$ cat src/sv/nbs_pkg.sv
// ----------------------------------------------------------------------------
// nbs_pkg
// Shared constants, types and the per-word noise count for bit_noise_score.
// ----------------------------------------------------------------------------
package nbs_pkg;

  // Default accumulator and fraction widths
  localparam int COUNT_BITS_DEF = 40;
  localparam int FRAC_BITS_DEF  = 16;

  // Word geometry
  localparam int WORD_W       = 64;
  localparam int CNT_W        = 4;
  localparam int BYTES_PER_W  = 8;
  localparam int PAIRS_PER_W  = 32;
  localparam int WNOISE_W     = 6;   // up to 8 top bits + 32 pairs = 40
  localparam int WINSP_W      = 6;   // up to 8 bytes * 4 = 32

  localparam logic [CNT_W-1:0] FULL_COUNT = CNT_W'(BYTES_PER_W);

  // Back end sequencer states
  typedef enum logic [1:0] {
    B_IDLE,
    B_DIV,
    B_DONE
  } back_state_t;

  // Byte count saturated at eight
  function automatic logic [CNT_W-1:0] sat_count(input logic [CNT_W-1:0] cnt);
    sat_count = (cnt > FULL_COUNT) ? FULL_COUNT : cnt;
  endfunction

  // Noise of one word: set top bits of valid bytes plus even positions whose
  // bit differs from the next higher one; invalid bytes count as zero.
  function automatic logic [WNOISE_W-1:0] word_noise(input logic [WORD_W-1:0] w,
                                                     input logic [CNT_W-1:0]  cnt);
    logic [WORD_W-1:0]   m;
    logic [WNOISE_W-1:0] n;
    m = w;
    n = '0;
    for (int b = 0; b < BYTES_PER_W; b++) begin
      if (CNT_W'(b) >= cnt) begin
        m[8*b +: 8] = 8'h00;
      end
    end
    for (int b = 0; b < BYTES_PER_W; b++) begin
      n = n + WNOISE_W'(m[8*b+7]);
    end
    for (int i = 0; i < PAIRS_PER_W; i++) begin
      n = n + WNOISE_W'(m[2*i] ^ m[2*i+1]);
    end
    word_noise = n;
  endfunction

endpackage

$ cat src/sv/nbs_if.sv
// ----------------------------------------------------------------------------
// nbs_if
// Valid/ready channels for buffer words in and scores out.
// ----------------------------------------------------------------------------
interface nbs_in_if
  import nbs_pkg::*;
();
  logic              valid;
  logic              ready;
  logic [WORD_W-1:0] word_data;
  logic [CNT_W-1:0]  byte_count;
  logic              last_word;

  modport source (output valid, output word_data, output byte_count,
                  output last_word, input ready);
  modport sink   (input valid, input word_data, input byte_count,
                  input last_word, output ready);
endinterface

interface nbs_out_if
  import nbs_pkg::*;
#(
  parameter int SCORE_W = FRAC_BITS_DEF + 1
) ();
  logic               valid;
  logic               ready;
  logic [SCORE_W-1:0] score;

  modport source (output valid, output score, input ready);
  modport sink   (input valid, input score, output ready);
endinterface

$ cat src/sv/nbs_front.sv
// ----------------------------------------------------------------------------
// nbs_front
// Takes buffer words, counts noise per word in a first stage, then keeps
// saturating running totals and hands both totals to the queue on a last word.
// ----------------------------------------------------------------------------
module nbs_front
  import nbs_pkg::*;
#(
  parameter int COUNT_BITS = COUNT_BITS_DEF
) (
  input  logic                    clk,
  input  logic                    rst,
  nbs_in_if.sink                  in_ch,
  input  logic                    q_full,
  output logic                    push,
  output logic [2*COUNT_BITS-1:0] push_data
);

  localparam logic [COUNT_BITS-1:0] COUNT_MAX = '1;

  // Stage 1 registers
  logic                s1_valid;
  logic [WNOISE_W-1:0] s1_noise;
  logic [WINSP_W-1:0]  s1_insp;
  logic                s1_last;

  // Running totals
  logic [COUNT_BITS-1:0] noise_total;
  logic [COUNT_BITS-1:0] inspected_bits;

  logic                  advance;
  logic [CNT_W-1:0]      cnt_sat;
  logic [COUNT_BITS:0]   noise_sum;
  logic [COUNT_BITS:0]   insp_sum;
  logic [COUNT_BITS-1:0] noise_new;
  logic [COUNT_BITS-1:0] insp_new;

  // A last word waits in stage 1 while the queue is full
  assign advance     = s1_valid && !(s1_last && q_full);
  assign in_ch.ready = !s1_valid || advance;
  assign cnt_sat     = sat_count(in_ch.byte_count);

  // Per-word counts
  always_ff @(posedge clk) begin
    if (rst) begin
      s1_valid <= 1'b0;
    end else if (in_ch.ready) begin
      s1_valid <= in_ch.valid;
    end
  end

  always_ff @(posedge clk) begin
    if (in_ch.valid && in_ch.ready) begin
      s1_noise <= word_noise(in_ch.word_data, cnt_sat);
      s1_insp  <= {cnt_sat, 2'b00};
      s1_last  <= in_ch.last_word;
    end
  end

  // Saturating accumulate
  always_comb begin
    noise_sum = {1'b0, noise_total} + (COUNT_BITS+1)'(s1_noise);
    insp_sum  = {1'b0, inspected_bits} + (COUNT_BITS+1)'(s1_insp);
    noise_new = noise_sum[COUNT_BITS] ? COUNT_MAX : noise_sum[COUNT_BITS-1:0];
    insp_new  = insp_sum[COUNT_BITS] ? COUNT_MAX : insp_sum[COUNT_BITS-1:0];
  end

  always_ff @(posedge clk) begin
    if (rst) begin
      noise_total    <= '0;
      inspected_bits <= '0;
    end else if (advance) begin
      if (s1_last) begin
        noise_total    <= '0;
        inspected_bits <= '0;
      end else begin
        noise_total    <= noise_new;
        inspected_bits <= insp_new;
      end
    end
  end

  // Totals of a finished buffer go to the back end
  assign push      = advance && s1_last;
  assign push_data = {noise_new, insp_new};

endmodule

$ cat src/sv/nbs_queue.sv
// ----------------------------------------------------------------------------
// nbs_queue
// Two-entry queue of finished buffer totals between front and back end.
// ----------------------------------------------------------------------------
module nbs_queue
  import nbs_pkg::*;
#(
  parameter int DATA_W = 2 * COUNT_BITS_DEF
) (
  input  logic              clk,
  input  logic              rst,
  input  logic              push,
  input  logic [DATA_W-1:0] push_data,
  input  logic              pop,
  output logic              full,
  output logic              not_empty,
  output logic [DATA_W-1:0] head
);

  localparam int DEPTH = 2;

  logic [DATA_W-1:0] entry [DEPTH];
  logic              wr_ptr;
  logic              rd_ptr;
  logic [1:0]        fill;

  assign full      = (fill == 2'(DEPTH));
  assign not_empty = (fill != 2'd0);
  assign head      = entry[rd_ptr];

  always_ff @(posedge clk) begin
    if (push) begin
      entry[wr_ptr] <= push_data;
    end
  end

  // Pointers and fill level
  always_ff @(posedge clk) begin
    if (rst) begin
      wr_ptr <= 1'b0;
      rd_ptr <= 1'b0;
      fill   <= 2'd0;
    end else begin
      if (push) begin
        wr_ptr <= !wr_ptr;
      end
      if (pop) begin
        rd_ptr <= !rd_ptr;
      end
      case ({push, pop})
        2'b10:   fill <= fill + 2'd1;
        2'b01:   fill <= fill - 2'd1;
        default: fill <= fill;
      endcase
    end
  end

endmodule

$ cat src/sv/nbs_back.sv
// ----------------------------------------------------------------------------
// nbs_back
// Turns buffer totals into a clamped fixed-point ratio with a restoring
// divider, one quotient bit per cycle, and holds it in an output register.
// ----------------------------------------------------------------------------
module nbs_back
  import nbs_pkg::*;
#(
  parameter int COUNT_BITS = COUNT_BITS_DEF,
  parameter int FRAC_BITS  = FRAC_BITS_DEF
) (
  input  logic                    clk,
  input  logic                    rst,
  input  logic                    q_not_empty,
  input  logic [2*COUNT_BITS-1:0] q_head,
  output logic                    pop,
  nbs_out_if.source               out_ch
);

  localparam int SCORE_W = FRAC_BITS + 1;
  localparam int STEP_W  = $clog2(FRAC_BITS);
  localparam logic [SCORE_W-1:0] SCORE_ONE  = SCORE_W'(1) << FRAC_BITS;
  localparam logic [STEP_W-1:0]  LAST_STEP  = STEP_W'(FRAC_BITS - 1);

  back_state_t state, state_next;

  logic [COUNT_BITS-1:0] rem;
  logic [COUNT_BITS-1:0] den;
  logic [SCORE_W-1:0]    quo;
  logic [STEP_W-1:0]     step;

  logic [COUNT_BITS-1:0] head_num;
  logic [COUNT_BITS-1:0] head_den;
  logic [COUNT_BITS:0]   rem2;
  logic [COUNT_BITS:0]   diff;
  logic                  fits;
  logic                  out_free;
  logic                  load_out;

  assign head_num = q_head[2*COUNT_BITS-1:COUNT_BITS];
  assign head_den = q_head[COUNT_BITS-1:0];
  assign rem2     = {rem, 1'b0};
  assign diff     = rem2 - {1'b0, den};
  assign fits     = (rem2 >= {1'b0, den});
  assign out_free = !out_ch.valid || out_ch.ready;

  // Sequencer
  always_ff @(posedge clk) begin
    if (rst) begin
      state <= B_IDLE;
    end else begin
      state <= state_next;
    end
  end

  always_comb begin
    state_next = state;
    pop        = 1'b0;
    load_out   = 1'b0;
    case (state)
      B_IDLE: begin
        if (q_not_empty) begin
          pop = 1'b1;
          if (head_den == '0 || head_num >= head_den) begin
            state_next = B_DONE;
          end else begin
            state_next = B_DIV;
          end
        end
      end
      B_DIV: begin
        if (step == LAST_STEP) begin
          state_next = B_DONE;
        end
      end
      B_DONE: begin
        if (out_free) begin
          load_out   = 1'b1;
          state_next = B_IDLE;
        end
      end
      default: state_next = B_IDLE;
    endcase
  end

  // Divider datapath
  always_ff @(posedge clk) begin
    case (state)
      B_IDLE: begin
        rem  <= head_num;
        den  <= head_den;
        step <= '0;
        if (head_den == '0) begin
          quo <= '0;
        end else if (head_num >= head_den) begin
          quo <= SCORE_ONE;
        end else begin
          quo <= '0;
        end
      end
      B_DIV: begin
        step <= step + STEP_W'(1);
        if (fits) begin
          rem <= diff[COUNT_BITS-1:0];
          quo <= {quo[SCORE_W-2:0], 1'b1};
        end else begin
          rem <= rem2[COUNT_BITS-1:0];
          quo <= {quo[SCORE_W-2:0], 1'b0};
        end
      end
      default: begin
        rem <= rem;
      end
    endcase
  end

  // Output register
  always_ff @(posedge clk) begin
    if (rst) begin
      out_ch.valid <= 1'b0;
    end else if (load_out) begin
      out_ch.valid <= 1'b1;
    end else if (out_ch.ready) begin
      out_ch.valid <= 1'b0;
    end
  end

  always_ff @(posedge clk) begin
    if (load_out) begin
      out_ch.score <= quo;
    end
  end

endmodule

$ cat src/sv/bit_noise_score.sv
// ----------------------------------------------------------------------------
// bit_noise_score
// Streaming bit-level noise ratio of a byte buffer.
// ----------------------------------------------------------------------------
// Words are taken at one per cycle. Each word's noise count is formed in a
// first stage and then added to saturating running totals; on a last word
// the two totals go into a two-entry queue and the totals clear. The back
// end pops one buffer at a time and runs a restoring divider that makes one
// quotient bit per cycle, so a score passes through a pop, FRAC_BITS divide
// steps and an output load, or only the pop and output load when nothing
// was inspected or the ratio reaches one. Input stalls only when a last word
// meets a full queue, so when buffers end faster than the back end makes
// scores, the divider sets the pace. A score that is not taken holds the
// back end in its output-load state; the queue then absorbs up to two more
// finished buffers before a last word stalls the input.
module bit_noise_score
  import nbs_pkg::*;
#(
  parameter int COUNT_BITS = COUNT_BITS_DEF,
  parameter int FRAC_BITS  = FRAC_BITS_DEF
) (
  input  logic       clk,
  input  logic       rst,
  nbs_in_if.sink     in_ch,
  nbs_out_if.source  out_ch
);

  localparam int QDATA_W = 2 * COUNT_BITS;

  logic               push;
  logic [QDATA_W-1:0] push_data;
  logic               pop;
  logic               q_full;
  logic               q_not_empty;
  logic [QDATA_W-1:0] q_head;

  nbs_front #(
    .COUNT_BITS (COUNT_BITS)
  ) u_front (
    .clk       (clk),
    .rst       (rst),
    .in_ch     (in_ch),
    .q_full    (q_full),
    .push      (push),
    .push_data (push_data)
  );

  nbs_queue #(
    .DATA_W (QDATA_W)
  ) u_queue (
    .clk       (clk),
    .rst       (rst),
    .push      (push),
    .push_data (push_data),
    .pop       (pop),
    .full      (q_full),
    .not_empty (q_not_empty),
    .head      (q_head)
  );

  nbs_back #(
    .COUNT_BITS (COUNT_BITS),
    .FRAC_BITS  (FRAC_BITS)
  ) u_back (
    .clk         (clk),
    .rst         (rst),
    .q_not_empty (q_not_empty),
    .q_head      (q_head),
    .pop         (pop),
    .out_ch      (out_ch)
  );

  // Checks
  a_no_overflow: assert property (@(posedge clk) disable iff (rst)
    push |-> (!q_full || pop))
    else $error("totals pushed into a full queue");

  a_no_underflow: assert property (@(posedge clk) disable iff (rst)
    pop |-> q_not_empty)
    else $error("pop from an empty queue");

  a_stall_cause: assert property (@(posedge clk) disable iff (rst)
    !in_ch.ready |-> q_full)
    else $error("input stalled while the queue has room");

  a_score_range: assert property (@(posedge clk) disable iff (rst)
    out_ch.valid |-> (out_ch.score <= ((FRAC_BITS+1)'(1) << FRAC_BITS)))
    else $error("score above one");

endmodule
$ cat src/flat_wrapper.sv
// flat-port wrapper written by rule: the top's interface ports become plain ports
module bit_noise_score_flat import nbs_pkg::*;
#(
  parameter int COUNT_BITS = COUNT_BITS_DEF,
  parameter int FRAC_BITS  = FRAC_BITS_DEF
)
  (clk, rst, in_ch_valid, in_ch_word_data, in_ch_byte_count, in_ch_last_word, in_ch_ready, out_ch_valid, out_ch_score, out_ch_ready);
  nbs_in_if in_ch_i ();
  nbs_out_if out_ch_i ();
  input  logic clk;
  input  logic rst;
  input wire logic [$bits(in_ch_i.valid)-1:0] in_ch_valid;
  input wire logic [$bits(in_ch_i.word_data)-1:0] in_ch_word_data;
  input wire logic [$bits(in_ch_i.byte_count)-1:0] in_ch_byte_count;
  input wire logic [$bits(in_ch_i.last_word)-1:0] in_ch_last_word;
  output wire logic [$bits(in_ch_i.ready)-1:0] in_ch_ready;
  output wire logic [$bits(out_ch_i.valid)-1:0] out_ch_valid;
  output wire logic [$bits(out_ch_i.score)-1:0] out_ch_score;
  input wire logic [$bits(out_ch_i.ready)-1:0] out_ch_ready;
  assign in_ch_i.valid = in_ch_valid;
  assign in_ch_i.word_data = in_ch_word_data;
  assign in_ch_i.byte_count = in_ch_byte_count;
  assign in_ch_i.last_word = in_ch_last_word;
  assign in_ch_ready = in_ch_i.ready;
  assign out_ch_valid = out_ch_i.valid;
  assign out_ch_score = out_ch_i.score;
  assign out_ch_i.ready = out_ch_ready;
  bit_noise_score #(.COUNT_BITS(COUNT_BITS), .FRAC_BITS(FRAC_BITS)) u_core (.clk(clk), .rst(rst), .in_ch(in_ch_i), .out_ch(out_ch_i));
endmodule
$ cat config.mk
export PLATFORM = sky130hd
export DESIGN_NAME = bit_noise_score_flat
export DESIGN_NICKNAME = d
export VERILOG_FILES = /design/src/sv/nbs_pkg.sv /design/src/sv/nbs_if.sv /design/src/sv/nbs_front.sv /design/src/sv/nbs_queue.sv /design/src/sv/nbs_back.sv /design/src/sv/bit_noise_score.sv /design/src/flat_wrapper.sv
export SDC_FILE = /design/constraint.sdc
export NUM_CORES = 1
export LEC_CHECK = 0
export BUFFER_PORTS_ARGS = -buffer_cell sky130_fd_sc_hd__buf_4
export CAP_MARGIN = 20
export CORE_UTILIZATION = 55
export DETAILED_ROUTE_END_ITERATION = 6
export GPL_ROUTABILITY_DRIVEN = 0
export PLACE_DENSITY_LB_ADDON = 0.15
export REMOVE_ABC_BUFFERS = 1
export SYNTH_ARGS = -nofsm -noshare
export SYNTH_HDL_FRONTEND = slang
export SYNTH_SLANG_ARGS = --single-unit
export TNS_END_PERCENT = 100
$ cat constraint.sdc
create_clock -name clk -period 12.45 [get_ports clk]
set_clock_uncertainty 0.15 [all_clocks]
set_input_delay 0.6225 -clock clk [delete_from_list [all_inputs] [get_ports clk]]
set_output_delay 0.6225 -clock clk [all_outputs]
set_load 0.02 [all_outputs]
### Yosys cells after proc, flatten, opt, wreduce, memory -nomap -nowiden

Memory sizes are Yosys's and may differ from the RTL's. A register that Yosys moved wholly into a read port is not among the register bits.
Index checks and enable logic that the tools add are counted.
Widths: inputs -> output; s select.

| word-level totals | value |
|---|---|
| bits in registers | 217 |
| bits in latches | 0 |
| memory bits (writable) | 160 |
| ROM bits | 0 |
| bits of input ports | 73 |
| output and inout port bits | 19 |
| memories | 1 |

Memory list:

| name | depth | width | rd ports | clocked after memory_dff | write ports | RTL line | RTL |
|---|---|---|---|---|---|---|---|
| u_core.u_queue.entry | 2 | 80 | 1 | 1 | 1 | nbs_queue.sv:22 | `logic [DATA_W-1:0] entry [DEPTH];` |

| operators by class | value |
|---|---|
| add/subtract/negate cells | 45 |
| $mul | 0 |
| div/mod/pow operators | 0 |
| $lt $le $gt $ge | 11 |
| equality and inequality tests | 9 |
| shift operators | 0 |
| muxes and demuxes | 44 |
| bitwise gates (word level) | 32 |
| reduce and logical (&&, ||, !) cells | 19 |

Operators by type and width:

| cell | count |
|---|---|
| $add 6x1->6 | 34 |
| $mux 40 | 5 |
| $mux 8 | 16 |
| $add 40x6->41 | 2 |
| $pmux 40 s2 | 1 |
| $ge 41x40->1 | 1 |
| $ge 40x40->1 | 1 |
| $logic_not 40->1 | 1 |
| $sub 40x40->40 | 1 |
| $mux 17 | 2 |
| $pmux 17 s2 | 1 |
| $xor 1x1->1 | 32 |
| $ge 3x4->1 const A | 4 |
| $mux 1 | 11 |
| $ge 1x4->1 const A | 2 |
| $ge 2x4->1 const A | 2 |
| $mux 2 | 4 |
| $pmux 4 s2 | 1 |
| $reduce_bool 2->1 | 4 |
| $add 5x1->6 | 1 |
| $eq 2x2->1 const B | 3 |
| $pmux 2 s3 | 1 |
| $add 4x1->5 | 1 |
| $logic_not 1->1 | 5 |
| other kinds (17) | 24 |

### Logic depth before layout (Yosys ltp)

Gate-level depths: netlist of run 1.

| logic depth | value |
|---|---|
| word-level depth | 46 |
| mapped depth | 22 |
| gate-level depth less buffers | 21 |

### Hierarchy

From an unflattened synthesis of run 1, not the netlist that was laid out.

| second synthesis, totals | value |
|---|---|
| cells, all modules | 2119 |
| area total of the unflattened synthesis | 22084.9 µm² |

Modules (own cells, without submodules):

| module | instances | cells an instance | area each (µm²) | sequential area each (µm²) |
|---|---|---|---|---|
| nbs_back | 1 | 855 | 8379.3 | 3603.5 |
| nbs_front | 1 | 993 | 7747.4 | 1951.9 |
| nbs_queue | 1 | 271 | 5958.2 | 4904.7 |

### Least setup slack after synthesis of run 1

OpenSTA, ideal clock, no wires.

| timing path | value |
|---|---|
| path kind | input to register |
| start point | input in_ch_byte_count[3] |
| end point | register u_core.u_front.s1_noise[4] (data pin) |
| setup time | 0.258 ns |
| arrival time | 5.985 ns |
| setup slack | 6.057 ns |
| stages | 19 |
| buffers on the path | 1 |
| path through | clkbuf_1 > nor3_1 > nand2b_1 > nand2_1 > fa_1 > fa_1 > inv_1 > fa_1 > fa_1 > fa_1 > inv_1 > fa_1 > fa_1 > inv_1 > ha_1 > fa_1 > a21o_1 > a21oi_1 > xnor2_1 |

| between the ends | value |
|---|---|
| word-level cells in the longest chain between the ends | 44 |

RTL lines:

| what | RTL line | RTL |
|---|---|---|
| start: declaration | flat_wrapper.sv:14 | `input wire logic [$bits(in_ch_i.byte_count)-1:0] in_ch_byte_count;` |
| $gt 4x4->1 | nbs_pkg.sv:30 | `sat_count = (cnt > FULL_COUNT) ? FULL_COUNT : cnt;` |
| $mux 4 * | nbs_pkg.sv:30 |  |
| $ge 1x4->1 | nbs_pkg.sv:42 | `if (CNT_W'(b) >= cnt) begin` |
| $mux 8 | nbs_pkg.sv:42 |  |
| $mux 8 | nbs_front.sv:53 | `if (in_ch.valid && in_ch.ready) begin` |
| $add 1x1->2 | nbs_pkg.sv:47 | `n = n + WNOISE_W'(m[8*b+7]);` |
| $add 2x1->3 | nbs_pkg.sv:47 |  |
| $add 3x1->4 | nbs_pkg.sv:47 |  |
| $add 4x1->5 | nbs_pkg.sv:47 |  |
| $add 5x1->6 | nbs_pkg.sv:47 |  |
| $add 6x1->6 (2 in series) | nbs_pkg.sv:47 |  |
| $add 6x1->6 (31 in series) | nbs_pkg.sv:50 | `n = n + WNOISE_W'(m[2*i] ^ m[2*i+1]);` |
| $add 6x1->6 * | nbs_pkg.sv:50 |  |
| end signal: assignment | nbs_front.sv:54 | `s1_noise <= word_noise(in_ch.word_data, cnt_sat);` |
| end: declaration | nbs_front.sv:23 | `logic [WNOISE_W-1:0] s1_noise;` |

Every way passes the cells marked *; elsewhere a longest branch is shown, timed or not. The select of a mux whose other input is x is not followed.
A chain may end at the register's enable or synchronous reset.

### Worst setup path in the final report of run 1

Ends and elaborated chain as after synthesis.

==> results.ini, run 1 <==
[status]
outcome=finished clean

[global_route]
grt_overflow_total=0
grt_pass1_vias=14290
grt_pass1_wl_mm=74.29
grt_max_degree=64
antenna_found_initial=0
grtUsageTotal_pct=24.28

[detailed_routing]
vias=14560
wl_met2_mm=20.74
postRouteWirelength_mm=46.29
post_drt_wl_per_cell_um=17.95
met3_length_mm=2.253
drtIter0Drc=916
viasPerCell=5.644
drtPass1Iterations=5
top_layer_used=met4
drtAntennaViolNets=0
drcViolationCount=0
m1WireLength_mm=21.58

[logic_synthesis]
yosys.area_share.adder_pct=9.391
synth_most_common_cell=edfxtp_1
synthTopCellsByArea=edfxtp_1, dfxtp_1, ha_1
synth_mux_area_share_pct=5.238
synth-edff-count=289
avgSynthCellArea_um2=10.62
synth_compound_area_share_pct=11.84
synthTopCellsByCount=edfxtp_1, nand2_1, nor2_1, inv_1, a21oi_1
ys_seq_area_share_pct=49.88
synthSimpleGateAreaFrac_pct=13.59
ys_ff_latch=378
async_flop_share_pct=0
synth_top_cell_area_share_pct=41.38
ys.warnings.count=0
synth_flop_cell=edfxtp_1
synth_top_family_by_area=simple AND/OR/NAND/NOR gates
yosysUniqueCellTypes=75
syn_inst=1974
synth_top_cell_by_area=edfxtp_1
syn_area_um2=20970
synthXorXnorAreaFrac_pct=5.388

[power]
comb_power_share_pct=48.5
p_int_mw=3.638
pwr-share-clk_pct=21.4
power.switching_mw=2.297
powerDensity_nw_per_um2=252.8
ir_drop_uv=240.8
power_mw=5.935
swShare_pct=38.71
pwr-share-seq_pct=30.1
p_leak_nw=9.726

[setup_path]
crit_arrival_ns=6.21
worstSetupPathType=primary input to register
rrSetupSlack_ns=7.88
reg2regPathDepth=13
cp-start-kind=primary input
cp.required_ns=12.60
critPathCaptureType=register
critPathMaxFanout=18
r2r-end=u_core.u_back.quo[16]

[clocking]
cts-root-buf=clkbuf_16
cts_tree=done
cts_max_path_buffers=3
clk_pin_slew_worst_paths_ns=0.06
htreeDepth=2
clock_sinks=378
insertion_delay_ns=0.56
hold_buffers=0
cts_resized=0
cts_setup_buffers=0
cts_buffers=40

[die]
initial_utilization_pct=55.81
die-area_um2=38920
ios=92
die_w_um=197.3
coreArea_um2=37580
rows=71
die_h_um=197.3

[place]
place.port_buffers=91
hpwl_mm=33.02

[sta]
slew_viol_final=0
setup_viol=0
fmax_mhz=165.0
tightest_slew_ns=0.9535
post-route-period-util_pct=48.69
timing_hold_violations_final=0
fin_crit_ns=6.062
maxSlewHeadroom_pct=36.43
tns_ns=0
rsz0062_at_grt=false
whs_ns=0.09394

[final_layout]
diodes=0
num-nets-final=2247
final_util_pct=62.48
final_layout_size_suffix_gt1_share_pct=12.43
area_delta_synth_final_pct=11.95

[min_path]
whs_endpoint=u_core.u_front.s1_last
hp-class=primary input to register
min_path_cells=1
hp-start=in_ch_last_word

[run]
maxCapViolCount=0

==> cells by family after synthesis <==
| family | after synthesis |
|---|---|
| AO/OA/AOI/OAI | 399 |
| adder cells (fa/ha/maj) | 137 |
| flip-flops | 378 |
| buffers and inverters | 241 |
| AND/OR/NAND/NOR | 586 |
| multiplexers | 104 |
| XOR/XNOR | 129 |
==> sequential cells by signal, indices dropped and copies added, names as in the netlist, named ones only <==
name	flops
u_core.u_queue.entry	160
u_core.u_back.den	40
u_core.u_back.rem	40
u_core.u_front.inspected_bits	40
u_core.u_front.noise_total	40
u_core.u_back.out_ch.score	17
u_core.u_back.quo	17
u_core.u_front.s1_noise	6
u_core.u_back.step	4
u_core.u_front.s1_insp	4
u_core.u_back.state	2
u_core.u_queue.fill	2
u_core.u_back.out_ch.valid	1
u_core.u_front.s1_last	1
u_core.u_front.s1_valid	1
u_core.u_queue.rd_ptr	1
u_core.u_queue.wr_ptr	1
==> routing by layer <==
metal	vias up	global-route usage, %
li1	7168	-
met1	6879	34.23
met2	414	37.87
met3	96	3.022
met4	0	10.42
met5	-	0
==> worst max-delay path, cell delays in order <==
cell      delay [ns]
buf_4           0.17
nor3_1          0.36
nand2b_1        0.21
nand2_1         0.13
fa_1            0.45
fa_1            0.51
inv_1           0.05
fa_1            0.46
fa_1            0.52
fa_1            0.54
inv_1           0.05
fa_1            0.50
fa_1            0.54
inv_1           0.04
ha_1            0.21
fa_1            0.40
a21o_1          0.19
a21oi_1         0.17
xnor2_1         0.08
==> power groups by stage <==
stage / registers [mW] / logic [mW] / clock network, mW
finish: 1.79 / 2.88 / 1.27
detailed placement: 1.82 / 2.84 / 0
global route: 1.82 / 3.26 / 1.34
global placement: 1.81 / 2.77 / 0
CTS: 1.79 / 2.87 / 1.29
floorplan: 1.82 / 2.19 / 0
==> per-stage QoR <==
stage | std cells | cell area, um2 | worst slack (ns)
floorplan | 1888 | 20570 | 6.230
global placement | 2505 | 22050 | 5.856
detailed placement | 2505 | 22050 | 5.783
CTS | 2578 | 23460 | 6.363
global route | 2579 | 23480 | 6.095
finish | 2579 | 23480 | 6.388
==> worst max path at each step <==
stage / from / end / slack [ns]
finish: in_ch_byte_count[3] / u_core.u_front.s1_noise[4] / 6.39
global route: in_ch_byte_count[3] / u_core.u_front.s1_noise[4] / 6.09
CTS: in_ch_byte_count[3] / u_core.u_front.s1_noise[4] / 6.36
floorplan: in_ch_byte_count[3] / u_core.u_front.s1_noise[4] / 6.23
global placement: in_ch_byte_count[3] / u_core.u_front.s1_noise[4] / 5.86
detailed placement: in_ch_byte_count[3] / u_core.u_front.s1_noise[4] / 5.78
==> layout by cell type (no fill, tap or decap), types with 41 or more instances in the layout <==
cell type,netlist,routed
mux2_2,46,46
nand3_1,41,41
nand2_1,170,170
a21oi_1,134,134
buf_4,1,106
dfxtp_1,89,88
clkbuf_16,0,42
inv_1,155,154
edfxtp_1,289,289
xor2_1,58,58
o21ai_0,95,95
nor2_1,157,155
ha_1,103,103
mux2i_1,58,58
xnor2_1,71,71
==> area by class of cell <==
| class | count | area, um2 |
|---|---|---|
| repair buffers | 107 | 815.8 |
| fillers | 3009 | 14100 |
| clock inverters | 21 | 250.2 |
| multi-input cells | 1355 | 9568 |
| well taps | 511 | 639.4 |
| clock buffers | 52 | 1159 |
| inverters | 155 | 581.8 |
| flip-flops and latches | 378 | 10460 |
(Power assumes the default switching activity.)
==> run 2, diff against run 1 <==
Clock period 12.45 ns to 6 ns, I/O delays scaled along.
==> results.ini, run 2 (synthesis gave the netlist of run 1 again) <==
[status]
outcome=finished clean

[sta]
timing_hold_violations_final=0  ; unchanged
maxSlewHeadroom_pct=39.08  ; +2.6 points
setup_viol=0  ; unchanged
post-route-period-util_pct=95.53
whs_ns=0.04965  ; -0.04429 ns
tightest_slew_ns=0.9089  ; -0.04459 ns
fmax_mhz=174.5
slew_viol_final=0  ; unchanged
fin_crit_ns=5.732
tns_ns=0  ; unchanged
rsz0062_at_grt=false

[clocking]
cts-root-buf=clkbuf_16
insertion_delay_ns=0.55  ; about the same
cts_setup_buffers=0  ; unchanged
cts_tree=done
clk_pin_slew_worst_paths_ns=0.06  ; about the same
cts_buffers=39  ; -2.5%
cts_max_path_buffers=3  ; unchanged
clock_sinks=378  ; unchanged
htreeDepth=2  ; unchanged

[final_layout]
final_layout_size_suffix_gt1_share_pct=12.90  ; +0.47 points
top_register=u_core.u_queue.entry
largest_register_ffs=160  ; unchanged
final-instance-count-excl-fill=2597  ; +0.70%
final_common_cell=edfxtp_1
diodes=0  ; unchanged
n_fill_cell=3051  ; +1.4%
final_cell_mix=edfxtp_1, nand2_1, nor2_1
num-nets-final=2267  ; +0.89%
area_delta_synth_final_pct=12.42
final_util_pct=62.74  ; +0.26 points

[detailed_routing]
drtPass1Iterations=6  ; +1
postRouteWirelength_mm=45.61  ; -1.5%
post_drt_wl_per_cell_um=17.56  ; -2.1%
drtIter0Drc=918  ; +0.22%
drcViolationCount=0  ; unchanged
viasPerCell=5.640  ; about the same
vias=14650  ; +0.61%
drtAntennaViolNets=0  ; unchanged

[setup_path]
rrSetupSlack_ns=1.83  ; -6.05 ns
r2r-start=u_core.u_back.rem[23]
reg2regPathDepth=9  ; -4
cp-start-kind=primary input
r2r-end=u_core.u_back.rem[9]
critPathMaxFanout=14  ; -4
worstSetupPathType=primary input to register
cp.required_ns=6.12  ; -6.48 ns
crit_arrival_ns=5.85  ; -0.36 ns
critPathCaptureType=register

[power]
powerDensity_nw_per_um2=522.2  ; +110%
ir_drop_uv=544.0  ; +130%
power_mw=12.31  ; +110%
p_leak_nw=9.775  ; +0.50%

[global_route]
grt_max_degree=92  ; +44%
grtUsageTotal_pct=23.89  ; -0.39 points
antenna_found_initial=0  ; unchanged
grt_pass1_vias=14310  ; +0.18%
grt_overflow_total=0  ; unchanged
grt_pass1_wl_mm=73.61  ; -0.92%

[place]
place.port_buffers=91  ; unchanged
hpwl_mm=33.19  ; +0.49%
placed_cells=2523  ; +0.72%

[die]
die_h_um=197.3  ; unchanged
coreArea_um2=37580  ; unchanged
rows=71  ; unchanged
die_w_um=197.3  ; unchanged
ios=92  ; unchanged
initial_utilization_pct=55.81  ; unchanged
die-area_um2=38920  ; unchanged

[min_path]
min_path_cells=2  ; +1
hp-start=in_ch_byte_count[3]
whs_endpoint=u_core.u_front.s1_insp[5]
hp-class=primary input to register

[run]
maxCapViolCount=0  ; unchanged

## run 2: cell count changes in the layout (fill, tap and decap cells not counted), sizes merged
cell         previous run  this run
buf                   107       125
inv                   159       155
dlygate4sd3             0         3
clkbuf                 52        53
clkinv                 11        10
clkinvlp                1         2
## run 2: critical path: stages
cell     delay [ns]
buf_4          0.16
nor3_1         0.31
buf_4          0.18
nor2_1         0.05
fa_1           0.53
inv_1          0.06
fa_1           0.47
fa_1           0.52
inv_1          0.05
fa_1           0.46
fa_1           0.55
inv_1          0.05
fa_1           0.50
fa_1           0.54
inv_1          0.04
ha_1           0.22
fa_1           0.39
a21o_1         0.20
a21oi_1        0.18
xnor2_1        0.09
## run 2: worst max-delay path by stage
| stage | startpoint | endpoint | slack [ns] |
|---|---|---|---|
| floorplan | in_ch_byte_count[3] | u_core.u_front.s1_noise[4] | 0.10 |
| global placement | in_ch_byte_count[3] | u_core.u_front.s1_noise[4] | -0.16 |
| detailed placement | in_ch_byte_count[3] | u_core.u_front.s1_noise[4] | -0.29 |
| CTS | in_ch_byte_count[3] | u_core.u_front.s1_noise[4] | 0.26 |
| global route | in_ch_byte_count[3] | u_core.u_front.s1_noise[4] | 0.03 |
| finish | in_ch_byte_count[3] | u_core.u_front.s1_noise[4] | 0.27 |
## run 2: cell type report
class	count	area [um2]	area share [%]
Tap cell	511	639.4	2.712
Sequential cell	378	10460	44.38
Inverter	155	581.8	2.468
Clock buffer	53	1090	4.622
Clock inverter	17	240.2	1.019
Timing Repair Buffer	128	993.5	4.214
Multi-Input combinational cell	1355	9568	40.58
## run 2: power by group
group	total [mW]	switching, mW	internal, mW
logic	6.09	3.51	2.58
clock network	2.49	0.994	1.50
registers	3.73	0.244	3.49
## run 2: metal layers
metal	track usage, %	share of wire (%)	vias to the layer above
li1	-	-	7215
met1	33.33	46	6960
met2	38.21	46	388
met3	3.210	4.8	83
met4	8.642	3.1	0
met5	0	0	-
## run 2: timing repair
item / 4_1_cts / 5_1_grt
resized for setup: 0 / 1
hold buffers: 3 / 0
endpoints found under the setup margin: 0 / 1
hold endpoints to repair: 4 / 0
## run 2: through the flow
| stage | instance area, um2 | setup slack (ns) |
|---|---|---|
| after global routing | 23580 | 0.02700 |
| after detailed placement | 22200 | -0.2910 |
| final | 23580 | 0.2684 |
| after floorplan | 20570 | 0.1023 |
| after global placement | 22200 | -0.1552 |
| after CTS | 23560 | 0.2555 |
==> run 3, diff against run 2 <==
Clock period 6 ns to 5.51 ns, I/O delays scaled along.
==> results.ini, run 3 (synthesis gave the netlist of run 1 again) <==
[final_layout]
top_register=u_core.u_queue.entry
final_common_cell=edfxtp_1
num-nets-final=2281  ; +0.62%
diodes=0  ; unchanged
final-instance-count-excl-fill=2613  ; +0.62%
largest_register_ffs=160  ; unchanged
final_cell_mix=edfxtp_1, nand2_1, nor2_1, inv_1, buf_4
final_layout_size_suffix_gt1_share_pct=13.94  ; +1.0 points
area_delta_synth_final_pct=13.27
final_util_pct=63.22  ; +0.48 points

[power]
ir_drop_uv=552.4  ; +1.5%
p_leak_nw=9.852  ; +0.79%
powerDensity_nw_per_um2=576.5  ; +10%

[detailed_routing]
drcViolationCount=0  ; unchanged
vias=14760  ; +0.76%
drtIter0Drc=1027  ; +12%
drtPass1Iterations=5  ; -1
post_drt_wl_per_cell_um=17.77  ; +1.2%
viasPerCell=5.648  ; +0.15%
drtAntennaViolNets=0  ; unchanged
postRouteWirelength_mm=46.44  ; +1.8%

[sta]
post-route-period-util_pct=97.34
maxSlewHeadroom_pct=25.63  ; -13 points
slew_viol_final=0  ; unchanged
tns_ns=0  ; unchanged
fmax_mhz=186.4
fin_crit_ns=5.363
rsz0062_at_grt=true
setup_slack_ns=0.1465  ; -0.1219 ns
timing_hold_violations_final=0  ; unchanged
tightest_slew_ns=1.116  ; +0.2067 ns
setup_viol=0  ; unchanged

[clocking]
clk_pin_slew_worst_paths_ns=0.06  ; about the same
cts_buffers=39  ; unchanged
htreeDepth=2  ; unchanged
insertion_delay_ns=0.55  ; about the same
cts_tree=done
cts_max_path_buffers=3  ; unchanged
clock_sinks=378  ; unchanged
cts-root-buf=clkbuf_16

[global_route]
grtUsageTotal_pct=24.06  ; +0.17 points
grt_overflow_total=0  ; unchanged
antenna_found_initial=0  ; unchanged
grt_max_degree=68  ; -26%
grt_pass1_vias=14190  ; -0.82%
grt_pass1_wl_mm=73.68  ; about the same

[setup_path]
rrSetupSlack_ns=1.39  ; -0.44 ns
critPathCaptureType=register
cp.required_ns=5.64  ; -0.48 ns
worstSetupPathType=primary input to register
crit_arrival_ns=5.50  ; -0.35 ns
cp-start-kind=primary input
critPathMaxFanout=4  ; -10

[die]
rows=71  ; unchanged
ios=92  ; unchanged
die_w_um=197.3  ; unchanged
die-area_um2=38920  ; unchanged
initial_utilization_pct=55.81  ; unchanged
die_h_um=197.3  ; unchanged
coreArea_um2=37580  ; unchanged

[min_path]
hp-class=primary input to register

[run]
maxCapViolCount=0  ; unchanged

[place]
hpwl_mm=34.11  ; +2.8%
pre_cts_ws_ns=-0.7553  ; -0.4643 ns
placed_cells=2536  ; +0.52%
place.port_buffers=91  ; unchanged

[status]
outcome=finished clean

run 3: cell types whose count changed in the layout (fill, tap and decap cells not counted), sizes merged:
cell,previous run,this run
buf,125,139
bufinv,5,6
clkbuf,53,43
clkinv,10,18
clkinvlp,2,3
inv,155,157
run 3: cell type report:
| cell class | count | area, um2 |
|---|---|---|
| multi-input cells | 1355 | 9619 |
| clock buffers | 43 | 1022 |
| clock inverters | 29 | 306.5 |
| repair buffers | 142 | 1122 |
| flip-flops and latches | 378 | 10460 |
| fillers | 2962 | 13820 |
| well taps | 511 | 639.4 |
| inverters | 155 | 581.8 |
run 3: layer usage:
metal / share of wire, % / global-route usage [%] / vias to the layer above
li1: - / - / 7242
met1: 46 / 33.42 / 7032
met2: 46 / 38.69 / 388
met3: 4.5 / 2.920 / 96
met4: 3.4 / 9.130 / 0
met5: 0 / 0 / -
run 3: repair_timing:
action                                  CTS  global route
buffers inserted                          0             0
resized for setup                         6            10
pin swaps                                 2            16
hold endpoints to repair                  4             0
endpoints found under the setup margin    3             4
hold buffers                              3             0
run 3: worst paths after layout:
| kind | cells past startpoint | endpoint | startpoint |
|---|---|---|---|
| setup reg to reg | 12 | u_core.u_back.quo[16] | register |
| setup / recovery | 19 | u_core.u_front.s1_noise[4] | in_ch_byte_count[1] |
| hold reg to reg | 0 | u_core.u_back.out_ch.score[16] | u_core.u_back.quo[16] |
| hold / removal | 2 | register | rst |
run 3: power breakdown:
group          switching (mW)  leakage, nW  internal [mW]
Sequential              0.241         3.68           3.80
Clock                    1.09        0.642           1.62
Combinational            3.97         5.53           2.97
Total                    5.30         9.85           8.39
run 3: per-stage QoR:
step                hold WS (ns)  total power, mW  instance area (um2)
floorplan                 0.1946            9.053                20570
global placement          0.2510            10.61                22310
detailed placement        0.2554            10.85                22310
CTS                      0.02550            13.66                23690
global route             0.07506            14.72                23760
finish                   0.06586            13.70                23760
run 3: worst max-delay path, cell delays in order:
cell	delay, ns
buf_4	0.14
buf_4	0.14
or3_4	0.37
nand2_2	0.09
fa_1	0.40
fa_1	0.52
fa_1	0.44
fa_1	0.51
inv_1	0.05
fa_1	0.53
inv_1	0.05
fa_1	0.47
fa_1	0.53
inv_1	0.05
ha_2	0.19
fa_2	0.36
a21o_1	0.17
a21oi_2	0.13
xnor2_1	0.07
